==> src/hdl/kws_pkg.sv <==
// Shared types and constants for the k-mer window sampler.
`default_nettype none
package kws_pkg;

  localparam int MAX_KMER  = 32;
  localparam int POS_WIDTH = 32;

  localparam int K_W    = 6;
  localparam int W_W    = 10;
  localparam int FILL_W = $clog2(MAX_KMER + 1);
  localparam int HIST_W = 2 * MAX_KMER;
  localparam int CODE_W = 64;
  localparam int P_W    = 32;

  // Offsets wrap to POS_WIDTH bits, then to the 32-bit port.
  localparam logic [P_W-1:0] POS_MASK =
    (POS_WIDTH >= P_W) ? '1 : P_W'((64'd1 << POS_WIDTH) - 64'd1);

  typedef logic [1:0]        base_t;
  typedef logic [P_W-1:0]    pos_t;
  typedef logic [CODE_W-1:0] code_t;
  typedef logic [HIST_W-1:0] hist_t;
  typedef logic [K_W-1:0]    ksize_t;
  typedef logic [W_W-1:0]    wsize_t;
  typedef logic [FILL_W-1:0] fill_t;
  typedef logic [W_W-1:0]    cfg_data_t;

  typedef enum logic [0:0] {
    CFG_KMER_SIZE   = 1'b0,
    CFG_WINDOW_SIZE = 1'b1
  } cfg_index_t;

endpackage
`default_nettype wire

==> src/hdl/kws_if.sv <==
// Valid/ready channels for bases in and sampled k-mers out.
`default_nettype none
interface kws_base_if;
  import kws_pkg::*;
  logic  valid;
  logic  ready;
  base_t base;
  logic  first_of_seq;
  pos_t  base_pos;
  modport source (output valid, output base, output first_of_seq, output base_pos,
                  input ready);
  modport sink   (input valid, input base, input first_of_seq, input base_pos,
                  output ready);
endinterface

interface kws_kmer_if;
  import kws_pkg::*;
  logic  valid;
  logic  ready;
  code_t kmer_code;
  pos_t  kmer_pos;
  modport source (output valid, output kmer_code, output kmer_pos, input ready);
  modport sink   (input valid, input kmer_code, input kmer_pos, output ready);
endinterface
`default_nettype wire

==> src/hdl/kmer_window_sampler_core.sv <==
// Top level: fixed-stride k-mer sampler over a stream of 2-bit bases.
`default_nettype none
// Takes one base per clock and returns zero or one k-mer per base. A base is
// accepted in every cycle in which the single output register is empty or its
// request is being taken, so the sustained rate is one base per cycle; a
// k-mer shows on the output in the cycle after the base that completes it.
// The first full k-mer of each sequence is sent, then one every stride bases.
// The user must write the k-mer length and stride via cfg only while idle; the
// block does not enforce it. Zero is read as 1, a k-mer length above 32 as 32.
module kmer_window_sampler_core (
  input  wire logic            clk,
  input  wire logic            rst,
  kws_base_if.sink             bases,
  kws_kmer_if.source           kmers,
  input  wire logic            cfg_we,
  input  kws_pkg::cfg_index_t  cfg_index,
  input  kws_pkg::cfg_data_t   cfg_data
);
  import kws_pkg::*;

  ksize_t kmer_len;
  wsize_t stride;

  hist_t  history;
  fill_t  filled;
  wsize_t since_emit;
  logic   emitted;

  hist_t  history_next;
  fill_t  filled_next;
  wsize_t since_emit_next;
  logic   emitted_next;

  ksize_t k_eff;
  wsize_t w_eff;
  fill_t  fill_base;
  wsize_t since_base;
  wsize_t since_inc;
  logic   emitted_base;
  logic   emit;
  hist_t  code_mask;
  logic   in_acc;

  logic   out_valid;
  code_t  out_code;
  pos_t   out_pos;

  assign bases.ready = !out_valid || kmers.ready;
  assign in_acc      = bases.valid && bases.ready;

  assign kmers.valid     = out_valid;
  assign kmers.kmer_code = out_code;
  assign kmers.kmer_pos  = out_pos;

  always_ff @(posedge clk) begin
    if (rst) begin
      kmer_len <= K_W'(15);
      stride   <= W_W'(1);
    end else if (cfg_we) begin
      unique case (cfg_index)
        CFG_KMER_SIZE:   kmer_len <= cfg_data[K_W-1:0];
        CFG_WINDOW_SIZE: stride   <= cfg_data;
      endcase
    end
  end

  always_comb begin
    if (kmer_len == '0)                   k_eff = K_W'(1);
    else if (kmer_len > K_W'(MAX_KMER))   k_eff = K_W'(MAX_KMER);
    else                                  k_eff = kmer_len;
    w_eff = (stride == '0) ? W_W'(1) : stride;
  end

  always_comb begin
    for (int i = 0; i < MAX_KMER; i++) begin
      code_mask[2*i +: 2] = (K_W'(i) < k_eff) ? 2'b11 : 2'b00;
    end
  end

  // A start flag clears the sequence state before this base is shifted in.
  always_comb begin
    fill_base    = bases.first_of_seq ? '0 : filled;
    since_base   = bases.first_of_seq ? '0 : since_emit;
    emitted_base = bases.first_of_seq ? 1'b0 : emitted;
    history_next = ((bases.first_of_seq ? '0 : history) << 2)
                   | HIST_W'(bases.base);
    filled_next  = (fill_base < FILL_W'(MAX_KMER)) ? fill_base + FILL_W'(1) : fill_base;
    since_inc    = since_base + W_W'(1);

    emit            = 1'b0;
    emitted_next    = emitted_base;
    since_emit_next = since_base;
    if (K_W'(filled_next) >= k_eff) begin
      if (!emitted_base) begin
        emit            = 1'b1;
        emitted_next    = 1'b1;
        since_emit_next = '0;
      end else if (since_inc >= w_eff) begin
        emit            = 1'b1;
        since_emit_next = '0;
      end else begin
        since_emit_next = since_inc;
      end
    end
  end

  always_ff @(posedge clk) begin
    if (rst) begin
      history    <= '0;
      filled     <= '0;
      since_emit <= '0;
      emitted    <= 1'b0;
    end else if (in_acc) begin
      history    <= history_next;
      filled     <= filled_next;
      since_emit <= since_emit_next;
      emitted    <= emitted_next;
    end
  end

  always_ff @(posedge clk) begin
    if (rst) begin
      out_valid <= 1'b0;
    end else if (in_acc) begin
      out_valid <= emit;
    end else if (kmers.ready) begin
      out_valid <= 1'b0;
    end
  end

  always_ff @(posedge clk) begin
    if (in_acc && emit) begin
      out_code <= CODE_W'(history_next & code_mask);
      out_pos  <= (bases.base_pos - P_W'(k_eff - K_W'(1))) & POS_MASK;
    end
  end

endmodule
`default_nettype wire

==> src/flat_wrapper.sv <==
// flat-port wrapper written by rule: the top's interface ports become plain ports
module kmer_window_sampler_core_flat import kws_pkg::*;
  (clk, rst, cfg_we, cfg_index, cfg_data, bases_valid, bases_base, bases_first_of_seq, bases_base_pos, bases_ready, kmers_valid, kmers_kmer_code, kmers_kmer_pos, kmers_ready);
  kws_base_if bases_i ();
  kws_kmer_if kmers_i ();
  input  wire logic clk;
  input  wire logic rst;
  input  wire logic cfg_we;
  input  kws_pkg::cfg_index_t cfg_index;
  input  kws_pkg::cfg_data_t cfg_data;
  input wire logic [$bits(bases_i.valid)-1:0] bases_valid;
  input wire logic [$bits(bases_i.base)-1:0] bases_base;
  input wire logic [$bits(bases_i.first_of_seq)-1:0] bases_first_of_seq;
  input wire logic [$bits(bases_i.base_pos)-1:0] bases_base_pos;
  output wire logic [$bits(bases_i.ready)-1:0] bases_ready;
  output wire logic [$bits(kmers_i.valid)-1:0] kmers_valid;
  output wire logic [$bits(kmers_i.kmer_code)-1:0] kmers_kmer_code;
  output wire logic [$bits(kmers_i.kmer_pos)-1:0] kmers_kmer_pos;
  input wire logic [$bits(kmers_i.ready)-1:0] kmers_ready;
  assign bases_i.valid = bases_valid;
  assign bases_i.base = bases_base;
  assign bases_i.first_of_seq = bases_first_of_seq;
  assign bases_i.base_pos = bases_base_pos;
  assign bases_ready = bases_i.ready;
  assign kmers_valid = kmers_i.valid;
  assign kmers_kmer_code = kmers_i.kmer_code;
  assign kmers_kmer_pos = kmers_i.kmer_pos;
  assign kmers_i.ready = kmers_ready;
  kmer_window_sampler_core u_core (.clk(clk), .rst(rst), .bases(bases_i), .kmers(kmers_i), .cfg_we(cfg_we), .cfg_index(cfg_index), .cfg_data(cfg_data));
endmodule
==> config.mk <==
export PLATFORM = sky130hd
export DESIGN_NAME = kmer_window_sampler_core_flat
export DESIGN_NICKNAME = d
export VERILOG_FILES = /design/src/hdl/kws_pkg.sv /design/src/hdl/kws_if.sv /design/src/hdl/kmer_window_sampler_core.sv /design/src/flat_wrapper.sv
export SDC_FILE = /design/constraint.sdc
export NUM_CORES = 1
export LEC_CHECK = 0
export BUFFER_PORTS_ARGS = -buffer_cell sky130_fd_sc_hd__buf_2
export CAP_MARGIN = 20
export CORE_MARGIN = 8
export CORE_UTILIZATION = 35
export DETAILED_ROUTE_END_ITERATION = 10
export PLACE_DENSITY = 0.54
export SYNTH_ARGS = -nofsm -noshare
export SYNTH_HDL_FRONTEND = slang
export SYNTH_SLANG_ARGS = --single-unit
==> constraint.sdc <==
create_clock -name clk -period 14.2 [get_ports clk]
set_input_delay 1.42 -clock clk [delete_from_list [all_inputs] [get_ports clk]]
set_output_delay 1.42 -clock clk [all_outputs]
set_load 0.005 [all_outputs]
==> results.json <==
{
  "worstPathRequired_ps": 14260,
  "first_pass_iters": 5,
  "dieArea_um2": 33100,
  "cts_num_sinks": 192,
  "syn2layout_area_growth_pct": 17.0,
  "r2r_setup_slack_ps": 9090,
  "synth_top_area_share_pct": 29.9,
  "cts-root-buf": "clkbuf_16",
  "ys_top_cells_by_area": "edfxtp_1 30%, dfxtp_1 20%, a21oi_1 6.8%",
  "ys_ff_latch": 192,
  "clk_pin_slew_ps": 80,
  "dieWidth_um": 182,
  "crit_type": "primary input to flop",
  "muxShareOfSynthArea_pct": 0.221,
  "htree_levels": 4,
  "routedWlPerCell_um": 17.0,
  "io_buffer_count": 148,
  "grt_antenna_before_repair": 1,
  "clk_path_buf_depth": 2,
  "start_util_pct": 35.7,
  "worstSetupStartpointType": "primary input",
  "syn_area_um2": 9650,
  "dp_slack_ps": 8070,
  "cts_resized": 0,
  "wirelength_mm": 25.0,
  "powerDensity_nw_per_um2": 109,
  "finalSetupViolCount": 0,
  "post-route-min-period_ps": 5640,
  "finalMaxSlewViolations": 0,
  "yosysUniqueCellTypes": 57,
  "ant_nets": 0,
  "synth-compound-area-share_pct": 15.9,
  "fill_cells": 2707,
  "async_flop_share_pct": 0,
  "timing.rr.start": "u_core.kmer_len[2]$_SDFFE_PP1P_",
  "synth_top_family_by_area": "simple AND/OR/NAND/NOR gates",
  "fin_ws_ps": 8560,
  "yosys.area_share.adder_pct": 6.95,
  "post-cts-setup-buffer-count": 0,
  "fmax_ghz": 0.177,
  "min_delay_worst_endpoint": "u_core.stride[4]$_SDFFE_PP0P_",
  "yosysMostFrequentCell": "a21oi_1",
  "synth_area_per_cell_um2": 9.66,
  "endpoint_kind": "flop",
  "r2r-end": "u_core.kmers.kmer_pos[30]$_DFFE_PP_",
  "synthTopCellsByCount": "132 x a21oi_1, 96 x dfxtp_1, 96 x edfxtp_1",
  "power_leakage_uw": 0.00465,
  "via_per_inst": 5.15,
  "gr-total-overflow": 0,
  "first_iter_violations": 452,
  "timing.final.crit_share_pct": 39.7,
  "gp_congestion": 0.814,
  "tritoncts": "done",
  "grt_start_max_net_pins": 84,
  "hp-class": "flop to flop",
  "worstMarginPinSlew_ps": 971,
  "fin_skew_ps": 9.00,
  "diodes": 0,
  "synthXorXnorAreaFrac_pct": 3.72,
  "path_max_fanout": 71,
  "netlist_instances": 998,
  "via_count": 7564,
  "rows": 60,
  "worst_skew_pair.late_latency_ps": 430,
  "rsz0062_at_grt": "no",
  "yosys.area_share.simple_pct": 19.9,
  "grt_pass1_wl_mm": 39.9,
  "die_h_um": 182,
  "synth_nets": 1102,
  "ios": 149,
  "core_area_um2": 27000,
  "cts_inserted_buffers": 17,
  "fin_nets": 1219,
  "status": "completed",
  "slew_headroom_pct": 35.3,
  "maxCapViolCount": 0,
  "holdPathStages": 2,
  "arrival_ps": 5700,
  "final.setup.tns_ps": 0,
  "drc_errors": 0,
  "grt_util_all_layers_pct": 14.8,
  "min_from": "u_core.stride[4]$_SDFFE_PP0P_",
  "yosysWarnings": 0,
  "rr_worst_depth": 17,
  "drive_above_1_share_pct": 17.9,
  "postCtsHoldBufs": 0,
  "synth_seq_area_share_pct": 49.8,
  "irDropWorstVdd_uv": 70.0,
  "hold_viol_final": 0,
  "synth_ff_type": "edfxtp_1",
  "grt_pass1_vias": 7434,
  "synth_area_leader_cell": "edfxtp_1",
  "hpwl_mm": 17.2,
  "synth_enable_flop_cells": 96
}
logic make-up (layout without fill, tap and decap cells):
group | count (synthesis) | after routing
and+or+nand+nor | 370 | 370
other | 1 | 1
DFF | 192 | 192
AOI/OAI and AO/OA | 251 | 251
muxes | 2 | 2
buffers and inverters | 88 | 218
xor gates and xnor gates | 41 | 41
adders and majority gates | 53 | 53
report_power, final:
group | leakage (uW) | total (uW) | internal, uW | switching (uW)
combinational | 0.00266 | 127 | 46.5 | 80.5
clock | 0.000304 | 507 | 270 | 237
sequential | 0.00169 | 594 | 588 | 6.03
placed cells by master, fill, tap and decap left out, types with 4 or more instances in the layout:
master / synthesis / layout
buf_2: 0 / 148
a21oi_1: 132 / 132
dfxtp_1: 96 / 96
edfxtp_1: 96 / 96
nor2_1: 94 / 94
nand2_1: 79 / 78
and3_1: 71 / 71
ha_1: 52 / 52
nor3b_1: 45 / 45
inv_1: 29 / 28
o21ai_0: 23 / 23
a21o_1: 22 / 22
xnor2_1: 21 / 21
xor2_1: 20 / 20
clkbuf_16: 0 / 17
and2_1: 17 / 16
nand3_1: 15 / 15
a31oi_1: 15 / 15
nor2b_1: 12 / 12
nor3_1: 9 / 9
nand2b_1: 8 / 8
buf_4: 0 / 8
a211oi_1: 7 / 7
o21a_1: 7 / 7
nand4_1: 6 / 6
or2_2: 6 / 6
a22o_1: 6 / 6
o21bai_1: 5 / 5
o21ai_1: 4 / 4
inv_8: 0 / 4
flip-flops by register name, indices dropped and copies added (netlist names):
name                    flops
u_core.emitted              1
u_core.filled               6
u_core.history             62
u_core.kmer_len             6
u_core.kmers.kmer_code     64
u_core.kmers.kmer_pos      32
u_core.kmers.valid          1
u_core.since_emit          10
u_core.stride              10
metal layers:
metal | routed length [um] | track usage (%)
met1 | 12300 | 20.6
met2 | 11300 | 23.4
met3 | 1180 | 3.27
met4 | 210 | 3.02
met5 | 0 | 0
layout make-up:
type                    count  area [um^2]  area share (%)
clock inverters            15          198            1.75
well taps                 341          427            3.78
clock buffers              17          425            3.77
inverters                  30          115            1.02
flip-flops and latches    192         4800            42.6
multi-input cells         718         4510            40.0
repair buffers            156          801            7.10
per-stage QoR:
stage / instance area [um^2] / util, % / total power, uW / instances / hold WS (ps)
floorplan: 9650 / - / 695 / 998 / 436
global placement: 10700 / 39.4 / 734 / 1437 / 449
detailed placement: 10700 / 39.4 / 734 / 1437 / 450
CTS: 11300 / 41.8 / 1240 / 1469 / 461
global route: 11300 / 41.8 / 1280 / 1469 / 503
finish: 11300 / 41.8 / 1230 / 1469 / 460
worst max path at each step:
stage                                          end                from  slack [ps]  depth (start not counted)
2_1_floorplan  u_core.kmers.kmer_code[0]$_DFFE_PP_  bases_first_of_seq        7810                         16
3_3_place_gp    u_core.kmers.kmer_pos[7]$_DFFE_PP_  bases_first_of_seq        8080                         14
3_5_place_dp   u_core.kmers.kmer_code[2]$_DFFE_PP_  bases_first_of_seq        8070                         14
4_1_cts        u_core.kmers.kmer_code[4]$_DFFE_PP_  bases_first_of_seq        8540                         14
5_1_grt        u_core.kmers.kmer_code[9]$_DFFE_PP_  bases_first_of_seq        8150                         14
6_report       u_core.kmers.kmer_code[4]$_DFFE_PP_  bases_first_of_seq        8560                         14
worst max-delay path: stages:
cell,delay [ps]
buf_2,70
buf_4,550
inv_1,80
buf_4,350
nand2_1,180
mux2_2,360
ha_1,280
a21o_1,100
a21oi_1,60
o21ai_0,430
a21oi_1,220
or3_1,400
inv_4,440
buf_4,600
No activity file was read; power rests on OpenSTA's default activity.
